$ cat config.mk
export PLATFORM = sky130hd
export DESIGN_NAME = radix_digit_emitter
export DESIGN_NICKNAME = d
export VERILOG_FILES = /design/src/hdl/rde_pkg.sv /design/src/hdl/rde_ram.sv /design/src/hdl/rde_divider.sv /design/src/hdl/radix_digit_emitter.sv
export SDC_FILE = /design/constraint.sdc
export NUM_CORES = 1
export LEC_CHECK = 0
export BUFFER_PORTS_ARGS = -buffer_cell sky130_fd_sc_hd__buf_2
export CAP_MARGIN = 25
export CORE_AREA = 2 2 190 192
export DETAILED_ROUTE_END_ITERATION = 8
export DIE_AREA = 0 0 192 194
export GPL_TIMING_DRIVEN = 0
export PLACE_DENSITY = 0.66
export SYNTH_ARGS = -nofsm -noshare
export SYNTH_HDL_FRONTEND = slang
export SYNTH_SLANG_ARGS = --single-unit
$ cat constraint.sdc
create_clock -name clk -period 18.7 [get_ports clk]
set_input_delay 2.805 -clock clk [delete_from_list [all_inputs] [get_ports clk]]
set_output_delay 2.805 -clock clk [all_outputs]
set_load 0.02 [all_outputs]
$ cat src/hdl/rde_pkg.sv
// Shared types and constants for the radix digit emitter.
`default_nettype none

package rde_pkg;

	localparam int NUM_W          = 64;
	localparam int BASE_W         = 5;
	localparam int DIGIT_W        = 4;
	localparam int CHAR_W         = 8;
	localparam int RDE_MAX_DIGITS = 64;
	localparam int FIXED_DIGITS   = 8;

	localparam logic [BASE_W-1:0] BASE_MIN  = 5'd2;
	localparam logic [BASE_W-1:0] BASE_MAX  = 5'd16;
	localparam logic [CHAR_W-1:0] CHAR_ZERO = 8'd48;

	localparam logic OP_MINIMAL = 1'b0;
	localparam logic OP_FIXED   = 1'b1;

	typedef struct packed {
		logic [NUM_W-1:0]  number;
		logic [BASE_W-1:0] base;
		logic              op;
	} rde_req_t;

	typedef struct packed {
		logic [CHAR_W-1:0] character;
		logic              last;
		logic              error;
	} rde_rsp_t;

endpackage

`default_nettype wire

$ cat src/hdl/rde_ram.sv
// Generic single-write, single-read RAM with registered read data.
`default_nettype none

module rde_ram #(
	parameter int WIDTH = 4,
	parameter int DEPTH = 64
) (
	input  wire logic                     clk,
	input  wire logic                     we,
	input  wire logic [$clog2(DEPTH)-1:0] waddr,
	input  wire logic [WIDTH-1:0]         wdata,
	input  wire logic                     re,
	input  wire logic [$clog2(DEPTH)-1:0] raddr,
	output      logic [WIDTH-1:0]         rdata
);

	logic [WIDTH-1:0] mem_q [DEPTH];

	always_ff @(posedge clk) begin
		if (we) begin
			mem_q[waddr] <= wdata;
		end
		if (re) begin
			rdata <= mem_q[raddr];
		end
	end

endmodule

`default_nettype wire

$ cat src/hdl/rde_divider.sv
// Iterative divider of a 64-bit value by a small base, eight quotient bits per cycle.
`default_nettype none

module rde_divider (
	input  wire logic                         clk,
	input  wire logic                         arst_n,
	input  wire logic                         start,
	input  wire logic [rde_pkg::NUM_W-1:0]    dividend,
	input  wire logic [rde_pkg::BASE_W-1:0]   base,
	output      logic                         done,
	output      logic [rde_pkg::NUM_W-1:0]    quotient,
	output      logic [rde_pkg::DIGIT_W-1:0]  remainder
);

	import rde_pkg::*;

	localparam int BITS_PER_CYCLE = 8;
	localparam int STEPS          = NUM_W / BITS_PER_CYCLE;
	localparam int STEP_W         = $clog2(STEPS);

	logic [NUM_W-1:0]  acc_q;
	logic [BASE_W-1:0] rem_q;
	logic [BASE_W-1:0] base_q;
	logic [STEP_W-1:0] step_q;
	logic              busy_q;
	logic              done_q;

	logic [NUM_W-1:0]  acc_n;
	logic [BASE_W-1:0] rem_n;
	logic              top_bit;

	// Restoring long division: the dividend shifts out at the top while the
	// quotient bits shift in at the bottom of the same register.
	always_comb begin
		acc_n = acc_q;
		rem_n = rem_q;
		top_bit = 1'b0;
		for (int i = 0; i < BITS_PER_CYCLE; i++) begin
			top_bit = acc_n[NUM_W-1];
			acc_n   = {acc_n[NUM_W-2:0], 1'b0};
			rem_n   = {rem_n[BASE_W-2:0], top_bit};
			if (rem_n >= base_q) begin
				rem_n    = rem_n - base_q;
				acc_n[0] = 1'b1;
			end
		end
	end

	always_ff @(posedge clk or negedge arst_n) begin
		if (!arst_n) begin
			busy_q <= 1'b0;
			done_q <= 1'b0;
			step_q <= '0;
		end else if (start) begin
			busy_q <= 1'b1;
			done_q <= 1'b0;
			step_q <= '0;
		end else if (busy_q) begin
			step_q <= step_q + 1'b1;
			if (step_q == STEP_W'(STEPS - 1)) begin
				busy_q <= 1'b0;
				done_q <= 1'b1;
			end
		end else begin
			done_q <= 1'b0;
		end
	end

	always_ff @(posedge clk) begin
		if (start) begin
			acc_q  <= dividend;
			rem_q  <= '0;
			base_q <= base;
		end else if (busy_q) begin
			acc_q <= acc_n;
			rem_q <= rem_n;
		end
	end

	assign done      = done_q;
	assign quotient  = acc_q;
	assign remainder = rem_q[DIGIT_W-1:0];

endmodule

`default_nettype wire

$ cat src/hdl/radix_digit_emitter.sv
// Top level of the radix digit emitter: converts a 64-bit number to digit characters.
// Each digit is one run of the divider; its remainder is then stored in the digit memory.
// Once all digits of an item are stored, results follow at one result per cycle while the
// consumer takes them; a new item is taken after the last digit moves into the output
// register. An invalid base answers with a single flagged result.
// Reset clears all control state; the digit memory is not cleared and needs no sweep.
`default_nettype none

module radix_digit_emitter #(
	parameter int MAX_DIGITS = rde_pkg::RDE_MAX_DIGITS
) (
	input  wire logic              clk,
	input  wire logic              arst_n,
	input  wire logic              req_valid,
	output      logic              req_ready,
	input  wire rde_pkg::rde_req_t req,
	output      logic              rsp_valid,
	input  wire logic              rsp_ready,
	output      rde_pkg::rde_rsp_t rsp
);

	import rde_pkg::*;

	// Digit memory addressing and the digit counters follow from MAX_DIGITS.
	localparam int AW   = $clog2(MAX_DIGITS);
	localparam int CW   = $clog2(MAX_DIGITS + 1);
	localparam int WANT = (FIXED_DIGITS > MAX_DIGITS) ? MAX_DIGITS : FIXED_DIGITS;

	localparam logic [1:0] S_IDLE = 2'd0;
	localparam logic [1:0] S_DIV  = 2'd1;
	localparam logic [1:0] S_EMIT = 2'd2;
	localparam logic [1:0] S_ERR  = 2'd3;

	logic [1:0]   state_q;
	logic         fixed_q;
	logic [BASE_W-1:0] base_q;
	logic [CW-1:0] count_q;
	logic [CW-1:0] remain_q;
	logic          pend_q;
	logic          pend_last_q;
	logic          rsp_valid_q;
	rde_rsp_t      rsp_q;

	logic               accept;
	logic               base_ok;
	logic               div_start;
	logic [NUM_W-1:0]   div_dividend;
	logic [BASE_W-1:0]  div_base;
	logic               div_done;
	logic [NUM_W-1:0]   div_quot;
	logic [DIGIT_W-1:0] div_rem;
	logic [CW-1:0]      count_inc;
	logic [CW-1:0]      remain_dec;
	logic               more;
	logic               store;
	logic               out_free;
	logic               load;
	logic               issue;
	logic               err_load;
	logic [DIGIT_W-1:0] ram_rdata;

	// The block converts one item at a time; it takes a new item only from idle,
	// while the previous item's final result may still wait in the output register.
	assign req_ready = (state_q == S_IDLE);
	assign accept    = req_valid && req_ready;
	assign base_ok   = (req.base >= BASE_MIN) && (req.base <= BASE_MAX);

	// A digit is written each time the divider finishes. Minimal mode stops when
	// the quotient reaches zero or the memory is full; fixed mode counts digits.
	assign count_inc  = count_q + CW'(1);
	assign store      = (state_q == S_DIV) && div_done;
	assign more       = fixed_q ? (count_inc < CW'(WANT))
	                            : ((div_quot != '0) && (count_inc < CW'(MAX_DIGITS)));
	assign div_start  = (accept && base_ok) || (store && more);
	assign div_dividend = (state_q == S_IDLE) ? req.number : div_quot;
	// The input bus may already carry the next item, so later digits use the
	// base captured at acceptance.
	assign div_base     = (state_q == S_IDLE) ? req.base : base_q;

	// Emission reads digits most significant first. The memory's read register
	// holds its data until the next read, so a read may be issued in the same
	// cycle that the previous digit moves into the output register.
	assign remain_dec = remain_q - CW'(1);
	assign out_free   = !rsp_valid_q || rsp_ready;
	assign load       = (state_q == S_EMIT) && pend_q && out_free;
	assign issue      = (state_q == S_EMIT) && (remain_q != '0) && (!pend_q || load);
	assign err_load   = (state_q == S_ERR) && out_free;

	rde_divider u_divider (
		.clk       (clk),
		.arst_n    (arst_n),
		.start     (div_start),
		.dividend  (div_dividend),
		.base      (div_base),
		.done      (div_done),
		.quotient  (div_quot),
		.remainder (div_rem)
	);

	rde_ram #(
		.WIDTH (DIGIT_W),
		.DEPTH (MAX_DIGITS)
	) u_digits (
		.clk   (clk),
		.we    (store),
		.waddr (count_q[AW-1:0]),
		.wdata (div_rem),
		.re    (issue),
		.raddr (remain_dec[AW-1:0]),
		.rdata (ram_rdata)
	);

	always_ff @(posedge clk or negedge arst_n) begin
		if (!arst_n) begin
			state_q     <= S_IDLE;
			fixed_q     <= OP_MINIMAL;
			base_q      <= '0;
			count_q     <= '0;
			remain_q    <= '0;
			pend_q      <= 1'b0;
			pend_last_q <= 1'b0;
			rsp_valid_q <= 1'b0;
		end else begin
			unique case (state_q)
				S_IDLE: begin
					if (accept) begin
						if (base_ok) begin
							state_q <= S_DIV;
							fixed_q <= req.op;
							base_q  <= req.base;
							count_q <= '0;
						end else begin
							state_q <= S_ERR;
						end
					end
				end
				S_DIV: begin
					if (store) begin
						count_q <= count_inc;
						if (!more) begin
							state_q  <= S_EMIT;
							remain_q <= count_inc;
							pend_q   <= 1'b0;
						end
					end
				end
				S_EMIT: begin
					if (issue) begin
						remain_q    <= remain_dec;
						pend_last_q <= (remain_q == CW'(1));
						pend_q      <= 1'b1;
					end else if (load) begin
						pend_q <= 1'b0;
					end
					if ((remain_q == '0) && (!pend_q || load)) begin
						state_q <= S_IDLE;
					end
				end
				S_ERR: begin
					if (err_load) begin
						state_q <= S_IDLE;
					end
				end
				default: begin
					state_q <= S_IDLE;
				end
			endcase

			if (err_load || load) begin
				rsp_valid_q <= 1'b1;
			end else if (rsp_ready) begin
				rsp_valid_q <= 1'b0;
			end
		end
	end

	// Result payload: an invalid base gives a single flagged item with a zero
	// character; digits above nine are not mapped to letters.
	always_ff @(posedge clk) begin
		if (err_load) begin
			rsp_q.character <= '0;
			rsp_q.last      <= 1'b1;
			rsp_q.error     <= 1'b1;
		end else if (load) begin
			rsp_q.character <= CHAR_ZERO + CHAR_W'(ram_rdata);
			rsp_q.last      <= pend_last_q;
			rsp_q.error     <= 1'b0;
		end
	end

	assign rsp_valid = rsp_valid_q;
	assign rsp       = rsp_q;

endmodule

`default_nettype wire
==> metrics.md <==
| Metric | Value |
|---|---|
| TritonCTS sink count | `370` |
| CTS buffer count | `40` |
| Most used cell, CP | `ha_1` |
| Hold Fails Final Rpt | `0` |
| CP Class | `register to register` |
| Mean Syn Cell Area | `16.1 µm²` |
| Initial Util | `0.493` |
| Arrival time worst endpoint | `13.72 ns` |
| Global-route wire length before repair | `58000 µm` |
| RSZ-0062 raised after global routing | `no` |
| Synth-to-Final Area Change | `13.9%` |
| Routed Antenna Nets | `0` |
| Synth warn | `0` |
| Final period util | `0.713` |
| Layout cells sized above 1 | `0.286` |
| Largest net degree at the start of global routing | `50` |
| H-tree Lvls | `2` |
| Io pins | `86` |
| Most frequent cells in the layout | `edfxtp_1 (329), nor2_1 (95), buf_2 (93), mux4_2 (80), mux2_4 (61)` |
| Hold buffer count at cts | `0` |
| Crit path max fanout | `10` |
| Setup TNS | `0 ns` |
| Clock Path Buffers | `3` |
| Post-layout nets | `1340` |
| Post CTS Setup Buffer Count | `0` |
| Fillers | `2797` |
| Drt via density | `5.73` |
| Grt ovf | `0` |
| FFs w/ async S/R, synth | `0.0811` |
| CP endpoint kind | `register` |
| Clk Latency, worst-skew pair | `0.54 ns` |
| Post-CTS sizing | `0` |
| Synth Register Bits | `370` |
| Post-Layout Cell Count | `around 1700` |
| Worst-Margin Slew | `between 0.9 and 1 ns` |
| GPL Wtd Cong | `just over 0.8` |
| Most common cell after layout, fill and taps aside | `edfxtp_1` |
| Total of max-cap violations | `0` |
| Antenna violations before repair | `4` |
| Critical Path Max Stage Delay | `0.68 ns` |
| Startpoint types | `register` |
| Slew margin rel. | `0.335` |
| Core area | `about 35000 µm²` |
| Yosys top cell area share | `0.569` |
| Status | `finished, final reports clean` |
| Synth top area cells | `edfxtp_1 (57%), mux4_2 (10%), mux2_4 (5.3%), dfrtp_1 (4.3%), ha_1 (3.2%)` |
| Min cycle time layout | `13.33 ns` |
| Data required, critical path | `between 15 and 20 ns` |
| Dpl hpwl | `26500 µm` |
| Maximum clock frequency | `around 0.075 GHz` |
| Vias in the first global route | `9836` |
| DR WL/cell | `22.3 µm` |
| Num rows | `69` |
| Die Area | `37200 µm²` |
| Clk slew on worst S/H paths | `around 0.060 ns` |
| Sequential area share after synthesis | `0.625` |
| Clock Skew | `0.0215 ns` |
| TritonCTS clock tree | `done` |
| Top cell type by total area after synthesis | `edfxtp_1` |
| Drt first pass iters | `5` |
| Cells after synthesis | `1079` |
| Number of remaining DRC errors | `0` |
| DIE HEIGHT | `194 µm` |
| EDFF count, synth | `329` |
| DRT iter0 DRCs | `757` |
| Routed wire length | `~38000 µm` |
| GRT Total Usage | `0.208` |
| Count of different cell masters after synthesis | `62` |
| Vias | `9763` |
| Setup violators final | `0` |
| Count of pins over their slew limit | `0` |
| Dominant synthesized flop cell | `edfxtp_1` |
| Input/output buffers | `83` |
| Root Buffer | `clkbuf_16` |
| Worst min-delay path category | `register to register` |
| Placed cell count | `1631` |
| CP max-delay cell | `edfxtp_1` |
| Post-Synthesis Cell Area | `~17000 µm²` |
| Die X | `192 µm` |
## cells by family after synthesis
group | count (synthesis) | share of synthesized area
DFF | 370 | 0.625
and+or+nand+nor | 244 | 0.0664
muxes | 178 | 0.180
AOI/OAI and AO/OA | 122 | 0.0468
buffers and inverters | 87 | 0.0285
adders and majority gates | 53 | 0.0416
xor gates and xnor gates | 24 | 0.0121
other | 1 | 0.000216
## sequential cells by signal, summed over array words and instances, names as in the netlist, 5 cells and up
| signal | flops |
|---|---|
| count_q | 7 |
| base_q | 5 |
| u_divider.base_q | 5 |
| u_digits.mem_q | 256 |
| rsp | 7 |
| u_divider.quotient | 64 |
| remain_q | 7 |
## through the flow
step           area [µm²]  hold slack [ns]   util  setup WS (ns)
2_1_floorplan       17400            0.442      -           7.68
3_3_place_gp        18400            0.431  0.521           4.49
3_5_place_dp        18500            0.438  0.526           5.37
4_1_cts             19800            0.452  0.562           5.26
5_1_grt             19800            0.474  0.562           4.14
6_report            19800            0.448  0.562           5.37
## metal layers
layer / track usage / wire length (µm) / up-vias
met5: 0 / 33 / -
met2: 0.339 / 18700 / 297
met4: 0.0650 / 1050 / 6
met1: 0.281 / 16000 / 4916
li1: - / - / 4476
met3: 0.0414 / 2150 / 68
## cell type report
type	count	area (µm²)	share of cell area
multi-input combinational	623	6040	0.305
sequential	370	10900	0.549
tap	461	577	0.0291
antenna	2	5.00	0.000253
timing repair buffer	91	571	0.0288
inverter	43	169	0.00854
clock inverter	20	193	0.00974
clock buffer	49	1060	0.0534
buffer	44	327	0.0165
## worst max-delay path, delay by kind of cell (launching register included)
kind	cells	cell delay (ns)
DFF	1	0.68
and+or+nand+nor	2	0.62
adders and majority gates	8	2.60
buffers and inverters	6	1.30
AOI/OAI and AO/OA	26	5.95
muxes	5	2.01
## final timing paths
path,startpoint,endpoint,slack (ns),cells past startpoint
min in group asynchronous,arst_n,rsp_valid,2.32,1
min reg2reg,rsp[0],rsp[0],0.45,1
max in group asynchronous,arst_n,u_divider.step_q[0],15.91,1
min,rsp[0],rsp[0],0.45,1
max,u_divider.base_q[1],u_divider.rem_q[3],5.37,47
max reg2reg,u_divider.base_q[1],u_divider.rem_q[3],5.37,47
## synth_stat cells, types with 8 or more instances
cell	instances
a31oi_1	10
buf_2	10
o21ai_0	19
ha_1	45
mux2_4	61
inv_1	42
a21oi_1	31
mux2i_1	12
edfxtp_1	329
mux2_2	25
a21o_1	18
clkbuf_1	17
dfxtp_1	11
fa_1	8
nor2_1	95
dfrtp_1	30
nand3_1	15
a22oi_1	10
nand2b_1	14
mux4_2	80
nor3_1	10
nor4_1	15
xnor2_1	20
nand2_1	60
Power is not shown: default switching activity piles up to over one toggle a cycle in this logic, so the estimate is an artifact.
